--- config.mk ---
export PLATFORM = sky130hd
export DESIGN_NAME = two_wire_sensor_bus_master
export DESIGN_NICKNAME = d
export VERILOG_FILES = /design/src/tsbm_pkg.sv /design/src/two_wire_sensor_bus_master.sv /design/src/tsbm_front.sv /design/src/tsbm_back.sv
export VERILOG_INCLUDE_DIRS = /design/src /design/src/src
export SDC_FILE = /design/constraint.sdc
export NUM_CORES = 1
export LEC_CHECK = 0
export BUFFER_PORTS_ARGS = -buffer_cell sky130_fd_sc_hd__buf_4
export CAP_MARGIN = 20
export CORE_MARGIN = 4
export CORE_UTILIZATION = 55
export CTS_BUF_LIST = sky130_fd_sc_hd__clkbuf_8
export DETAILED_ROUTE_END_ITERATION = 6
export MAX_ROUTING_LAYER = met4
export PLACE_DENSITY = 0.8
export SETUP_SLACK_MARGIN = 0.2
export SLEW_MARGIN = 10
export SYNTH_ARGS = -nofsm -noshare
export SYNTH_HDL_FRONTEND = slang
export SYNTH_HIERARCHICAL = 1
export SYNTH_SLANG_ARGS = --single-unit
--- constraint.sdc ---
create_clock -name clk -period 7 [get_ports clk]
set_input_delay 1.4 -clock clk [delete_from_list [all_inputs] [get_ports clk]]
set_output_delay 1.4 -clock clk [all_outputs]
set_load 0.02 [all_outputs]
--- src/assert_macros.svh ---
// ----------------------------------------------------------------------------
// assert_macros.svh
// Concurrent assertion helpers, clocked on clk with rst_n as the disable.
// ----------------------------------------------------------------------------
`ifndef ASSERT_MACROS_SVH
`define ASSERT_MACROS_SVH

// Property must hold at every clock edge outside reset.
`define ASSERT_ALWAYS(label, prop, msg) \
    label: assert property (@(posedge clk) disable iff (!rst_n) (prop)) \
        else $error(msg);

// Same-cycle implication.
`define ASSERT_IMPLIES(label, ante, cons, msg) \
    label: assert property (@(posedge clk) disable iff (!rst_n) (ante) |-> (cons)) \
        else $error(msg);

// Next-cycle implication.
`define ASSERT_NEXT(label, ante, cons, msg) \
    label: assert property (@(posedge clk) disable iff (!rst_n) (ante) |=> (cons)) \
        else $error(msg);

`endif

--- src/tsbm_pkg.sv ---
// ----------------------------------------------------------------------------
// tsbm_pkg
// Shared types and constants of the two-wire sensor bus master.
// ----------------------------------------------------------------------------
package tsbm_pkg;

    // Raw request codes on the input tuser field
    localparam logic [1:0] REQ_CODE_PLAIN = 2'd0;
    localparam logic [1:0] REQ_CODE_CMD   = 2'd1;
    localparam logic [1:0] REQ_CODE_READ  = 2'd2;

    localparam logic [7:0]  CMD_MSB_MASK = 8'h80;
    localparam logic [15:0] READ_LSB     = 16'h0001;

    localparam int QDEPTH = 2;
    localparam int QPTR_W = 1;
    localparam int QCNT_W = 2;

    // Classified request kind
    typedef enum logic [1:0] {
        KIND_PLAIN = 2'd0,
        KIND_CMD   = 2'd1,
        KIND_READ  = 2'd2
    } req_kind_t;

    // Sequencer states
    typedef enum logic [8:0] {
        ST_IDLE   = 9'b000000001,
        ST_START  = 9'b000000010,
        ST_CBIT   = 9'b000000100,
        ST_CACK   = 9'b000001000,
        ST_WAIT   = 9'b000010000,
        ST_FINISH = 9'b000100000,
        ST_RBIT   = 9'b001000000,
        ST_RACK   = 9'b010000000,
        ST_REND   = 9'b100000000
    } seq_state_t;

    // One classified tick, front to back
    typedef struct packed {
        req_kind_t  kind;
        logic [7:0] cmd;
        logic       pin;
    } tick_t;

    // One result of the back end
    typedef struct packed {
        logic        line_status;
        logic [15:0] read_word;
        logic        ack_seen;
        logic        done_res;
        logic        busy_res;
        logic        data_drive_low;
        logic        sck;
    } result_t;

endpackage

--- src/two_wire_sensor_bus_master.sv ---
// ----------------------------------------------------------------------------
// two_wire_sensor_bus_master
// Bit-level master for a two-wire humidity/temperature sensor bus.
// ----------------------------------------------------------------------------
// Each input transfer is one half-bit tick carrying the sampled data-pin level
// and an optional request (command byte or two-byte read); each tick yields
// exactly one output transfer with the clock level, the open-drain data drive,
// busy, done, the acknowledge flag, the read word and the line level. One tick
// is taken per clock cycle while the queue has room. Each tick is written into
// the two-entry input queue; the sequencer steps on it when the output register
// is free or being taken, and its result then sits in that register until
// taken. With the output stalled the queue fills and s_tready drops
// once two ticks wait. The sequencer step is the only state loop. Requests
// while busy are ignored; request code 3 is a plain tick. The release wait
// after a command acknowledge has no timeout.
// ----------------------------------------------------------------------------
`include "assert_macros.svh"

module two_wire_sensor_bus_master
    import tsbm_pkg::*;
(
    input  logic        clk,
    input  logic        rst_n,
    // input ticks
    input  logic        s_tvalid,
    output logic        s_tready,
    input  logic [15:0] s_tdata,  // [7:0] cmd_byte, [8] data_pin, [15:9] zero
    input  logic [1:0]  s_tuser,  // [1:0] req_type
    // per-tick results
    output logic        m_tvalid,
    input  logic        m_tready,
    output logic [23:0] m_tdata   // [0] sck, [1] data_drive_low, [2] busy_res,
                                  // [3] done_res, [4] ack_seen,
                                  // [20:5] read_word, [21] line_status,
                                  // [23:22] zero
);

    logic    q_valid;
    logic    q_ready;
    tick_t   q_tick;
    result_t res;

    // front: decode request, buffer ticks
    tsbm_front u_front (
        .clk      (clk),
        .rst_n    (rst_n),
        .in_valid (s_tvalid),
        .in_ready (s_tready),
        .in_req   (s_tuser),
        .in_cmd   (s_tdata[7:0]),
        .in_pin   (s_tdata[8]),
        .q_valid  (q_valid),
        .q_ready  (q_ready),
        .q_tick   (q_tick)
    );

    // back: bus sequencer and output register
    tsbm_back u_back (
        .clk       (clk),
        .rst_n     (rst_n),
        .q_valid   (q_valid),
        .q_ready   (q_ready),
        .q_tick    (q_tick),
        .out_valid (m_tvalid),
        .out_ready (m_tready),
        .out_res   (res)
    );

    assign m_tdata = {2'b00, res};

    // a finished transfer reports not busy
    `ASSERT_IMPLIES(a_done_not_busy, m_tvalid && m_tdata[3], !m_tdata[2], "done while busy")
    // every transfer ends with the clock low
    `ASSERT_IMPLIES(a_done_clk_low, m_tvalid && m_tdata[3], !m_tdata[0], "done with sck high")
    // a full queue always has a tick to offer
    `ASSERT_IMPLIES(a_full_has_data, !s_tready, q_valid, "queue full but empty")
    // a queued tick with the output free yields a result next cycle
    `ASSERT_NEXT(a_tick_to_result, q_valid && m_tready, m_tvalid, "queued tick lost")

endmodule

--- src/tsbm_front.sv ---
// ----------------------------------------------------------------------------
// tsbm_front
// Accepts ticks, decodes the request code and queues them for the sequencer.
// ----------------------------------------------------------------------------
module tsbm_front
    import tsbm_pkg::*;
(
    input  logic        clk,
    input  logic        rst_n,
    input  logic        in_valid,
    output logic        in_ready,
    input  logic [1:0]  in_req,
    input  logic [7:0]  in_cmd,
    input  logic        in_pin,
    output logic        q_valid,
    input  logic        q_ready,
    output tick_t       q_tick
);

    tick_t               mem [QDEPTH];
    logic [QPTR_W-1:0]   wr_ptr_reg, wr_ptr_next;
    logic [QPTR_W-1:0]   rd_ptr_reg, rd_ptr_next;
    logic [QCNT_W-1:0]   count_reg,  count_next;
    logic                push, pop;
    tick_t               cls;

    // request code 3 means nothing: plain tick
    always_comb
    begin
        cls.cmd = in_cmd;
        cls.pin = in_pin;
        case (in_req)
            REQ_CODE_CMD:  cls.kind = KIND_CMD;
            REQ_CODE_READ: cls.kind = KIND_READ;
            default:       cls.kind = KIND_PLAIN;
        endcase
    end

    assign in_ready = (count_reg != QCNT_W'(QDEPTH));
    assign q_valid  = (count_reg != '0);
    assign q_tick   = mem[rd_ptr_reg];
    assign push     = in_valid && in_ready;
    assign pop      = q_valid && q_ready;

    always_comb
    begin
        wr_ptr_next = push ? wr_ptr_reg + 1'b1 : wr_ptr_reg;
        rd_ptr_next = pop  ? rd_ptr_reg + 1'b1 : rd_ptr_reg;
        count_next  = count_reg;
        if (push && !pop)
        begin
            count_next = count_reg + 1'b1;
        end
        else if (pop && !push)
        begin
            count_next = count_reg - 1'b1;
        end
    end

    always_ff @(posedge clk or negedge rst_n)
    begin
        if (!rst_n)
        begin
            wr_ptr_reg <= '0;
            rd_ptr_reg <= '0;
            count_reg  <= '0;
        end
        else
        begin
            wr_ptr_reg <= wr_ptr_next;
            rd_ptr_reg <= rd_ptr_next;
            count_reg  <= count_next;
        end
    end

    always_ff @(posedge clk)
    begin
        if (push)
        begin
            mem[wr_ptr_reg] <= cls;
        end
    end

endmodule

--- src/tsbm_back.sv ---
// ----------------------------------------------------------------------------
// tsbm_back
// Bus sequencer: one step per tick, result held in an output register.
// ----------------------------------------------------------------------------
module tsbm_back
    import tsbm_pkg::*;
(
    input  logic    clk,
    input  logic    rst_n,
    input  logic    q_valid,
    output logic    q_ready,
    input  tick_t   q_tick,
    output logic    out_valid,
    input  logic    out_ready,
    output result_t out_res
);

    seq_state_t  state_reg,  state_next;
    logic [2:0]  phase_reg,  phase_next;
    logic [3:0]  bits_reg,   bits_next;
    logic [15:0] shift_reg,  shift_next;
    logic [7:0]  cmd_reg,    cmd_next;
    logic        ack_reg,    ack_next;
    logic        clk_lvl_reg, clk_lvl_next;
    logic        drv_reg,    drv_next;
    logic        done;
    logic        valid_reg;
    result_t     res_reg;
    logic        take;

    assign take      = q_valid && (!valid_reg || out_ready);
    assign q_ready   = take;
    assign out_valid = valid_reg;
    assign out_res   = res_reg;

    always_comb
    begin
        state_next   = state_reg;
        phase_next   = phase_reg;
        bits_next    = bits_reg;
        shift_next   = shift_reg;
        cmd_next     = cmd_reg;
        ack_next     = ack_reg;
        clk_lvl_next = clk_lvl_reg;
        drv_next     = drv_reg;
        done         = 1'b0;

        // request only taken while idle
        if (state_reg == ST_IDLE)
        begin
            if (q_tick.kind == KIND_CMD)
            begin
                cmd_next   = q_tick.cmd;
                state_next = ST_START;
                phase_next = '0;
                bits_next  = '0;
            end
            else if (q_tick.kind == KIND_READ)
            begin
                shift_next = '0;
                state_next = ST_RBIT;
                phase_next = '0;
                bits_next  = '0;
            end
        end

        case (state_next)
            ST_IDLE:
            begin
            end
            ST_START:
            begin
                phase_next = phase_next + 3'd1;
                case (phase_next - 3'd1)
                    3'd0: clk_lvl_next = 1'b0;
                    3'd1: drv_next     = 1'b0;
                    3'd2: clk_lvl_next = 1'b1;
                    3'd3: drv_next     = 1'b1;
                    3'd4: clk_lvl_next = 1'b0;
                    3'd5: clk_lvl_next = 1'b1;
                    3'd6: drv_next     = 1'b0;
                    default:
                    begin
                        clk_lvl_next = 1'b0;
                        state_next   = ST_CBIT;
                        phase_next   = '0;
                        bits_next    = '0;
                    end
                endcase
            end
            ST_CBIT:
            begin
                if (phase_next == 3'd0)
                begin
                    drv_next   = ((cmd_next & CMD_MSB_MASK) == '0);
                    phase_next = 3'd1;
                end
                else if (phase_next == 3'd1)
                begin
                    clk_lvl_next = 1'b1;
                    cmd_next     = {cmd_next[6:0], 1'b0};
                    phase_next   = 3'd2;
                end
                else
                begin
                    clk_lvl_next = 1'b0;
                    phase_next   = '0;
                    if (bits_next >= 4'd7)
                    begin
                        bits_next  = '0;
                        state_next = ST_CACK;
                    end
                    else
                    begin
                        bits_next = bits_next + 4'd1;
                    end
                end
            end
            ST_CACK:
            begin
                if (phase_next == 3'd0)
                begin
                    drv_next   = 1'b0;
                    phase_next = 3'd1;
                end
                else if (phase_next == 3'd1)
                begin
                    clk_lvl_next = 1'b1;
                    phase_next   = 3'd2;
                end
                else if (phase_next == 3'd2)
                begin
                    if (!q_tick.pin)
                    begin
                        ack_next   = 1'b1;
                        phase_next = 3'd3;
                    end
                    else
                    begin
                        ack_next     = 1'b0;
                        clk_lvl_next = 1'b0;
                        state_next   = ST_FINISH;
                        phase_next   = '0;
                    end
                end
                else
                begin
                    clk_lvl_next = 1'b0;
                    state_next   = ST_WAIT;
                    phase_next   = '0;
                end
            end
            ST_WAIT:
            begin
                // no timeout on the release wait
                if (q_tick.pin)
                begin
                    state_next = ST_FINISH;
                    phase_next = '0;
                end
            end
            ST_FINISH:
            begin
                state_next   = ST_IDLE;
                phase_next   = '0;
                clk_lvl_next = 1'b0;
                drv_next     = 1'b0;
                done         = 1'b1;
            end
            ST_RBIT:
            begin
                if (phase_next == 3'd0)
                begin
                    clk_lvl_next = 1'b1;
                    phase_next   = 3'd1;
                end
                else
                begin
                    shift_next = {shift_next[14:0], 1'b0}
                               | (q_tick.pin ? READ_LSB : 16'h0000);
                    clk_lvl_next = 1'b0;
                    phase_next   = '0;
                    if (bits_next == 4'd7)
                    begin
                        bits_next  = 4'd8;
                        state_next = ST_RACK;
                    end
                    else if (bits_next >= 4'd15)
                    begin
                        bits_next  = '0;
                        state_next = ST_REND;
                    end
                    else
                    begin
                        bits_next = bits_next + 4'd1;
                    end
                end
            end
            ST_RACK:
            begin
                if (phase_next == 3'd0)
                begin
                    drv_next   = 1'b1;
                    phase_next = 3'd1;
                end
                else if (phase_next == 3'd1)
                begin
                    clk_lvl_next = 1'b1;
                    phase_next   = 3'd2;
                end
                else
                begin
                    clk_lvl_next = 1'b0;
                    drv_next     = 1'b0;
                    state_next   = ST_RBIT;
                    phase_next   = '0;
                end
            end
            ST_REND:
            begin
                if (phase_next == 3'd0)
                begin
                    drv_next   = 1'b0;
                    phase_next = 3'd1;
                end
                else if (phase_next == 3'd1)
                begin
                    clk_lvl_next = 1'b1;
                    phase_next   = 3'd2;
                end
                else
                begin
                    state_next   = ST_IDLE;
                    phase_next   = '0;
                    clk_lvl_next = 1'b0;
                    drv_next     = 1'b0;
                    done         = 1'b1;
                end
            end
            default:
            begin
                state_next   = ST_IDLE;
                phase_next   = '0;
                clk_lvl_next = 1'b0;
                drv_next     = 1'b0;
            end
        endcase
    end

    always_ff @(posedge clk or negedge rst_n)
    begin
        if (!rst_n)
        begin
            state_reg   <= ST_IDLE;
            phase_reg   <= '0;
            bits_reg    <= '0;
            shift_reg   <= '0;
            cmd_reg     <= '0;
            ack_reg     <= 1'b0;
            clk_lvl_reg <= 1'b0;
            drv_reg     <= 1'b0;
            valid_reg   <= 1'b0;
        end
        else
        begin
            if (take)
            begin
                state_reg   <= state_next;
                phase_reg   <= phase_next;
                bits_reg    <= bits_next;
                shift_reg   <= shift_next;
                cmd_reg     <= cmd_next;
                ack_reg     <= ack_next;
                clk_lvl_reg <= clk_lvl_next;
                drv_reg     <= drv_next;
                valid_reg   <= 1'b1;
            end
            else if (out_ready)
            begin
                valid_reg <= 1'b0;
            end
        end
    end

    always_ff @(posedge clk)
    begin
        if (take)
        begin
            res_reg.sck            <= clk_lvl_next;
            res_reg.data_drive_low <= drv_next;
            res_reg.busy_res       <= (state_next != ST_IDLE);
            res_reg.done_res       <= done;
            res_reg.ack_seen       <= ack_next;
            res_reg.read_word      <= shift_next;
            res_reg.line_status    <= q_tick.pin;
        end
    end

endmodule

==> results, run 1 <==
- The flow ran to the end, and the final reports show no timing, DRC or antenna violations.
- For this run, the post-layout net count is 508.
- edfxtp_1 takes more of the synthesized area than any other cell.
- The total detailed-routing wirelength is 10410 µm.
- The critical path crosses 11 cells after its start point.
- The type of the setup path with the least slack is flop to flop.
- The worst-skew pair later-pin latency is around 0.36 ns.
- The number of nets still failing antenna checks after routing is 0.
- The hold violation total from the final report is 0.
- The top-level I/O count is 48.
- The count of routing violations after the opening detailed-route iteration is between 200 and 250.
- The floorplan has 34 rows.
- Setup repair after global routing left no endpoint under its margin.
- The number of buffers inserted during clock tree synthesis is 9.
- The relative slew slack is a little over a quarter.
- The area growth from synthesis to layout is 10.33%.
- The worst endpoint required time is 7.25 ns.
- Global routing consumed, over all layers together, 22.09% of the routing resources.
- For this run, the detailed router's first-pass iteration total came to 5.
- The routed design could run at a clock period as short as slightly above 5 ns.
- The total buffers and inverters traversed by the critical path is 1.
- Including well taps, the total number of placed cells is 574.
- In this run the cell area of the synthesized design comes to around 4900 µm².
- The number of antenna violations at the first check in global routing is 0.
- Counting instances, the worst hold path has a depth of 1.
- The number of pins with negative max-slew slack in the final report is 0.
- The H-tree generated during clock tree synthesis spans 3 levels.
- The setup slack of the worst register-to-register path is 1.90 ns.
- For this design the static power due to leakage is 2.150 nW.
- The final worst setup slack is 1.898 ns.
- The wire length per cell after detailed routing is 17.62 µm.
- The clock tree from TritonCTS is done.
- The number of antenna diodes in the final layout is 0.
- Ranked by total cell area, the synthesized netlist is headed by edfxtp_1 27%, dfrtp_1 24%, mux2_2 4.2%.
- The clock root buffer master is clkbuf_8.
- The number of cells in the finished layout apart from fillers is 591.
- The critical path goes through nor4b_1 -> nand4_1 -> and2_1 -> inv_1 -> ha_1 -> or3b_2 -> o41ai_4 -> nor2_2 -> nand2_1 -> o21ai_1 -> mux2_2.
- Input and output buffers added on the ports amount to 38.
- The number of unique standard cell types used by synthesis is 71.
- For hold timing, the worst endpoint is u_front/wr_ptr_reg$_DFFE_PN0P_.
- The startpoint of the worst register-to-register path is u_back/state_reg[0]$_DFFE_PN1P_.
- The first-pass GRT wire length is 17550 µm.
- The via count of the routed design is 3620.
- The wire-length estimate of the detail-placed layout is 7175 µm.
- After layout, the design draws a total of between 2 and 2.5 mW.
- The number of global-route vias before repair was 3514.
- Setup violations remaining at the end of the flow were counted as 0.
- Summing the sequential cell areas from Yosys gives 51.72% of the chip area.
- The area enclosed by the die boundary is ~10000 µm².
- After clock tree synthesis, the flow added hold-fix buffers numbering 0.
- At the worst endpoint, the arrival time is between 5 and 6 ns.
- For this run, the number of Yosys warnings is 6.
- The tool flagged a number of max-cap violations equal to 0.
- The slowest stage of the critical path belongs to the cell nor4b_1.
- The weighted congestion reported at the end of routability-driven placement is 0.9591.
- The number of instances in the synthesized netlist is 450.
- In this run the standard cell core region covers 8678 µm².
- The number of setup buffers added after CTS is 0.
- For the worst flop-to-flop path, the logic depth is 11.
- The height of the die is 102.2 µm.
- Of all flip-flops after synthesis, the portion carrying an async set or reset was 52.17%.
- The maximum count of clock buffers along a single path is 2.
- Adding up every negative setup slack in the final design gives 0 ns.
- Global routing finished with a remaining overflow of 0.
- The maximum resistive drop on vdd is 0.2980 mV.
- Post-CTS repair changed the size of 0 cells.
- After detailed routing, the number of vias per cell comes to 6.125.
- A synthesized cell averages around 11 µm².
- The pre-CTS setup slack is 1.968 ns.
- In this run the most critical hold path is launched from u_front/wr_ptr_reg$_DFFE_PN0P_.
- The worst hold path belongs to the class flop to flop.
- After synthesis the netlist holds a flip-flop and latch count of 92.
- The startpoint class of the critical path is a flop.
- The maximum number of pins on one net before global-route repair is 55.
- The endpoint kind of the worst setup timing path is a flop.
- For the pin with the worst max-slew slack, the measured transition is 1.097 ns.
- Yosys mapped a number of flops with a built-in enable equal to 44.
- The stage delay of the slowest cell on the critical path is 0.76 ns.
- In this run the power density over the cells is 440.3 nW/µm².
- The portion of the clock cycle consumed by the worst path in the final layout is 72.89%.
- Measured along the x axis, the die boundary spans 102.2 µm.
- The category of cells accounting for the largest share of critical-path delay is simple AND/OR/NAND/NOR gates.
- The count of unresolved DRC violations after routing is 0.
- In the layout the commonest cells are 47 x dfrtp_1, 44 x edfxtp_1, 42 x nand2_1.
- In the synthesized netlist the dominant register cell turns out to be dfrtp_1.
- The worst clock skew is 0.01267 ns.
- The largest fanout of any net on the critical path is 18.
- The share of post-route cells with drive strength above 1 is 19.05%.
- The most common cell after layout, fill and taps aside is dfrtp_1.
- The clock slew at the register clock pins of the worst setup and hold paths is about 0.09 ns.
- Once the floorplan was initialized, standard cells occupied 56.23% of the core.
- For this design, the sink count on the clock tree is 92.
- The end of the worst register-to-register path is u_back/shift_reg[0]$_DFFE_PN0P_.
- After synthesis, the largest area contributor takes up 27.08% of total cell area.
- Based on the critical path, the design can be clocked at up to approximately 0.2 GHz.
## how the worst max path moves through the flow
stage | start | end | slack (ns)
global route | u_back/state_reg[0]$_DFFE_PN1P_ | u_back/shift_reg[0]$_DFFE_PN0P_ | 1.61
floorplan | u_back/state_reg[0]$_DFFE_PN1P_ | u_back/out_res[11]$_DFFE_PP_ | 3.00
detailed placement | u_back/state_reg[0]$_DFFE_PN1P_ | u_back/shift_reg[0]$_DFFE_PN0P_ | 1.97
global placement | u_back/state_reg[0]$_DFFE_PN1P_ | u_back/out_res[6]$_DFFE_PP_ | 2.06
finish | u_back/state_reg[0]$_DFFE_PN1P_ | u_back/shift_reg[0]$_DFFE_PN0P_ | 1.90
CTS | u_back/state_reg[0]$_DFFE_PN1P_ | u_back/shift_reg[0]$_DFFE_PN0P_ | 1.92
## through the flow
step / hold slack [ns] / instance area, µm² / util [%]
3_5_place_dp: 0.4766 / 5189 / 59.79
3_3_place_gp: 0.4626 / 5189 / 59.79
4_1_cts: 0.5029 / 5369 / 61.87
5_1_grt: 0.5235 / 5384 / 62.04
6_report: 0.5066 / 5384 / 62.04
2_1_floorplan: 0.4483 / 4883 / -
## kinds of logic (layout without fill, tap and decap cells)
group	count (synthesis)	count (layout)	synth area share (%)
simple gates	159	159	17.15
compound gates	106	106	15.51
flops	92	92	51.72
mux	38	38	8.384
buf+inv	38	70	3.666
fa+ha+maj	8	8	2.051
xor+xnor	8	8	1.436
other cells	1	2	0.07685
## metal layers
layer	vias up	GRT usage (%)	wire, µm
li1	1715	-	-
met1	1761	29.94	4419
met2	130	34.68	5178
met3	14	2.594	630
met4	0	7.669	183
met5	-	-	0
## final cells by class
cell class / instances / area (µm²)
Inverter: 13 / 48.80
Timing Repair Buffer: 41 / 315.3
Clock buffer: 9 / 123.9
Fill cell: 720 / 3294
Tap cell: 108 / 135.1
Clock inverter: 7 / 56.30
Multi-Input combinational cell: 321 / 2181
Sequential cell: 92 / 2524
## cell usage after synthesis (3+ instances only)
library cell	count
dfrtp_1	47
xor2_1	4
and3_1	3
nand2b_1	9
nand2_1	42
o21ai_1	9
a31oi_1	4
nor2b_1	10
o21ai_0	7
buf_6	3
and2_1	7
buf_4	3
o22ai_1	9
mux2_2	18
o31a_1	3
o31ai_1	16
xnor2_1	4
nor3_1	7
mux2i_1	18
a211oi_1	6
edfxtp_1	44
a21oi_1	21
clkbuf_1	17
o211ai_1	4
a41oi_1	4
nand3_1	9
inv_1	12
nand4_1	6
nor2_1	41
ha_1	8
## power breakdown
group | switching, mW | leakage, nW | internal (mW)
sequential | 0.108 | 1.04 | 0.749
clock | 0.198 | 0.0900 | 0.134
combinational | 0.738 | 1.02 | 0.444
total | 1.04 | 2.15 | 1.33
Power figures use the tool's default switching activity.
==> run 2: changes to the inputs <==
--- a/config.mk
+++ b/config.mk
@@ -13,7 +13,7 @@
 export CTS_BUF_LIST = sky130_fd_sc_hd__clkbuf_8
 export DETAILED_ROUTE_END_ITERATION = 6
 export MAX_ROUTING_LAYER = met4
-export PLACE_DENSITY = 0.8
+export PLACE_DENSITY = 0.83
 export SETUP_SLACK_MARGIN = 0.2
 export SLEW_MARGIN = 10
 export SYNTH_ARGS = -nofsm -noshare
==> constraint.sdc (replaced) <==
create_clock -name clk -period 4.1 [get_ports clk]
set_input_delay 0.82 -clock clk [delete_from_list [all_inputs] [get_ports clk]]
set_output_delay 0.82 -clock clk [all_outputs]
set_load 0.02 [all_outputs]
==> results, run 2 (synthesis gave the netlist of run 1 again) <==
- The clock root buffer master is clkbuf_8 (unchanged).
- The net count of the finished layout is 518 (was 508).
- The number of vias per cell after detailed routing is 6.173 (was 6.125).
- The top-level I/O count is 48 (unchanged).
- The starting density of the core is 56.23% (unchanged).
- The portion of the clock cycle consumed by the worst path in the final layout is 89.43% (was 72.89%).
- The timing-limited maximum frequency was 0.2727 GHz (was 0.1960 GHz).
- The post-detailed-placement half-perimeter wirelength is 7744 µm (was 7175 µm).
- The end of the critical path is u_back/out_res[6]$_DFFE_PP_ (was u_back/shift_reg[0]$_DFFE_PN0P_).
- The switching power summed over all nets is 1.833 mW (was 1.044 mW).
- The post-route setup TNS is 0 ns (unchanged).
- The total detailed-routing wirelength is 11170 µm (was 10410 µm).
- The relative slew slack was 38.29% (was 26.82%).
- The number of fill cells in the layout was 706 (was 720).
- The cell area reported after detailed placement is 5270 µm² (was 5189 µm²).
- The startpoint class of the critical path is a flop (unchanged).
- The number of pins with negative max-slew slack in the final report is 0 (unchanged).
- The total track usage was 23.49% (was 22.09%).
- Unrepaired setup endpoints after global routing: no (unchanged).
- The wire length per cell after detailed routing is 18.58 µm (was 17.62 µm).
- The maximum resistive drop on vdd is 0.6875 mV (was 0.2980 mV).
- The area enclosed by the die boundary came to 10440 µm² (unchanged).
- The largest fanout of any net on the critical path is 18 (unchanged).
- The power density of the placed cells is 771.2 nW/µm² (was 440.3 nW/µm²).
- The setup slack of the worst register-to-register path is 0.43 ns (was 1.90 ns).
- The standard-cell row count is 34 (unchanged).
- The combined flip-flop and latch cell area came to 2524 µm² (unchanged).
- The startpoint of the worst register-to-register path is u_front/rd_ptr_reg$_DFFE_PN0P_ (was u_back/state_reg[0]$_DFFE_PN1P_).
- The leakage power of the design came to 2.210 nW (was 2.150 nW).
- The global route total overflow is 0 (unchanged).
- The clock tree from TritonCTS is done (unchanged).
- Commonest cells after routing, fill and taps aside: 51 x buf_4, 47 x dfrtp_1, 44 x edfxtp_1 (was 47 x dfrtp_1, 44 x edfxtp_1, 42 x nand2_1).
- The count of routing violations after the opening detailed-route iteration was 210 (was 221).
- The worst clock skew is 0.01548 ns (was 0.01267 ns).
- The share of post-route cells with drive strength above 1 is 21.10% (was 19.05%).
- The count of clock tree sinks was 92 (unchanged).
- The final critical path time including I/O delays and setup is 3.667 ns (was 5.102 ns).
- The start point of the critical path is u_front/rd_ptr_reg$_DFFE_PN0P_ (was u_back/state_reg[0]$_DFFE_PN1P_).
- The via count of the routed design came to 3710 (was 3620).
- The clock network power share is 14.5% (was 14.0%).
- The max-cap check violation count is 0 (unchanged).
- The area growth from synthesis to layout is 12.49% (was 10.33%).
- The count of unresolved DRC violations after routing is 0 (unchanged).
- The most common cell after layout, fill and taps aside is buf_4 (was dfrtp_1).
- The worst-skew pair later-pin latency came to 0.36 ns (about the same).
- The endpoint kind of the worst setup timing path is a flop (unchanged).
- The fraction of the core area covered by cells at the end of the flow is 63.25% (was 62.04%).
- The x dimension of the die is 102.2 µm (unchanged).
- The number of nets still failing antenna checks after routing is 0 (unchanged).
- The data arrival time at the worst-slack endpoint is 3.77 ns (was 5.35 ns).
- The number of buffers inserted during clock tree synthesis is 9 (unchanged).
- The area taken by multi-input logic gates is 2200 µm² (was 2181 µm²).
- The number of antenna diodes is 0 (unchanged).
- The weighted congestion reported at the end of routability-driven placement is 0.9812 (was 0.9591).
- The kind of path behind the tightest hold check is input pin to asynchronous set/reset pin (was flop to flop).
- The cts-stage hold buffer count came to 0 (unchanged).
- Chain of cells forming the critical path: mux2_2 -> xor2_1 -> nand4_1 -> and2_1 -> inv_1 -> ha_1 -> buf_4 -> nand2b_1 -> o41ai_4 -> buf_4 -> nor2_4 -> mux2i_1 -> nor2_1 (was nor4b_1 -> nand4_1 -> and2_1 -> inv_1 -> ha_1 -> or3b_2 -> o41ai_4 -> nor2_2 -> nand2_1 -> o21ai_1 -> mux2_2).
- The number of global-route vias before repair was 3729 (was 3514).
- The fraction of power consumed by sequential logic was 34.4% (was 36.1%).
- The cell occurring most often along the worst timing path is buf_4.
- The maximum count of clock buffers along a single path came to 2 (unchanged).
- The transition time at the pin with the least slew margin was 0.9222 ns (was 1.097 ns).
- The worst endpoint required time came to 4.21 ns (was 7.25 ns).
- The worst-path cell with the longest stage delay is dfrtp_1 (was nor4b_1).
- The setup violation total in the final timing report is 0 (unchanged).
- The count of H-tree levels built during CTS came to 3 (unchanged).
- The first-pass GRT wire length is 18350 µm (was 17550 µm).
- The stage delay of the slowest cell on the critical path is 0.49 ns (was 0.76 ns).
- The type of the setup path with the least slack was flop to flop (unchanged).
- The number of antenna violations at the first check in global routing came to 0 (unchanged).
- The cell depth of the worst flop-to-flop path is 13 (was 11).
- The internal power summed over all cells came to 2.400 mW (was 1.327 mW).
- The area of all placed cells without fillers is 5489 µm² (was 5384 µm²).
- The clock slew at the register clock pins of the worst setup and hold paths is 0.10 ns (was 0.09 ns).
- The core box area is 8678 µm² (unchanged).
- The switching share of power is 43.30% (was 44.03%).
- Status: finished clean (unchanged).
- The hold violation total from the final report is 0 (unchanged).
- The height of the die came to 102.2 µm (unchanged).
- The maximum number of pins on one net before global-route repair is 54 (was 55).
- The detailed-router iteration count before antenna repair was 5 (unchanged).
- The number of buffer cells added on primary ports was 38 (unchanged).
- The share of power burned in combinational logic is 51.2% (was 49.9%).
- The end of the worst register-to-register path is u_back/out_res[6]$_DFFE_PP_ (was u_back/shift_reg[0]$_DFFE_PN0P_).
-- run 2: area by class of cell --
type,instances,area share (%)
flip-flops and latches,92,45.98
multi-input cells,321,40.07
repair buffers,51,6.975
well taps,108,2.462
clock buffers,9,2.257
clock inverters,7,1.368
inverters,13,0.8890
-- run 2: metal layers --
| layer | global-route usage, % | wire length [µm] |
|---|---|---|
| met1 | 29.09 | 4793 |
| met3 | 5.188 | 619 |
| met2 | 38.13 | 5555 |
| met5 | - | 0 |
| met4 | 8.274 | 197 |
-- run 2: worst max-delay path: cells and delay by family (launching register included) --
| kind | cells | cell delay (ns) |
|---|---|---|
| compound gates | 1 | 0.13 |
| xor+xnor | 1 | 0.21 |
| fa+ha+maj | 1 | 0.20 |
| buf+inv | 3 | 0.45 |
| flops | 1 | 0.49 |
| mux | 2 | 0.75 |
| simple gates | 5 | 1.16 |
-- run 2: worst min-delay path by stage --
stage	start	endpoint	slack (ns)	depth (start not counted)
4_1_cts	rst_n	u_back/drv_reg$_DFFE_PN0P_	0.49	1
3_3_place_gp	u_back/shift_reg[15]$_DFFE_PN0P_	u_back/shift_reg[15]$_DFFE_PN0P_	0.46	2
3_5_place_dp	u_back/shift_reg[15]$_DFFE_PN0P_	u_back/shift_reg[15]$_DFFE_PN0P_	0.47	2
6_report	rst_n	u_back/drv_reg$_DFFE_PN0P_	0.45	1
2_1_floorplan	u_back/shift_reg[15]$_DFFE_PN0P_	u_back/shift_reg[15]$_DFFE_PN0P_	0.45	2
5_1_grt	rst_n	u_back/cmd_reg[2]$_DFFE_PN0P_	0.50	1
-- run 2: power by group through the flow --
stage | Combinational, mW | Clock, mW | Sequential (mW)
final | 2.17 | 0.612 | 1.46
after global routing | 2.34 | 0.673 | 1.48
after CTS | 2.11 | 0.626 | 1.45
after detailed placement | 2.09 | 0 | 1.47
after global placement | 2.04 | 0 | 1.45
after floorplan | 1.44 | 0 | 1.51
-- run 2: timing repair --
action / in CTS / in global routing
gates resized for setup: 0 / 2
hold endpoints to repair: 0 / 0
setup buffers: 0 / 1
setup endpoints to repair: 0 / 38
-- run 2: per-stage QoR --
| step | worst slack [ns] | power, mW | std cells | hold slack (ns) |
|---|---|---|---|---|
| final | 0.4334 | 4.233 | 601 | 0.4548 |
| after global routing | 0.2033 | 4.493 | 601 | 0.4986 |
| after floorplan | 0.2050 | 2.945 | 451 | 0.4483 |
| after detailed placement | 0.2504 | 3.563 | 584 | 0.4722 |
| after global placement | 0.2958 | 3.487 | 584 | 0.4624 |
| after CTS | 0.2148 | 4.191 | 600 | 0.4858 |
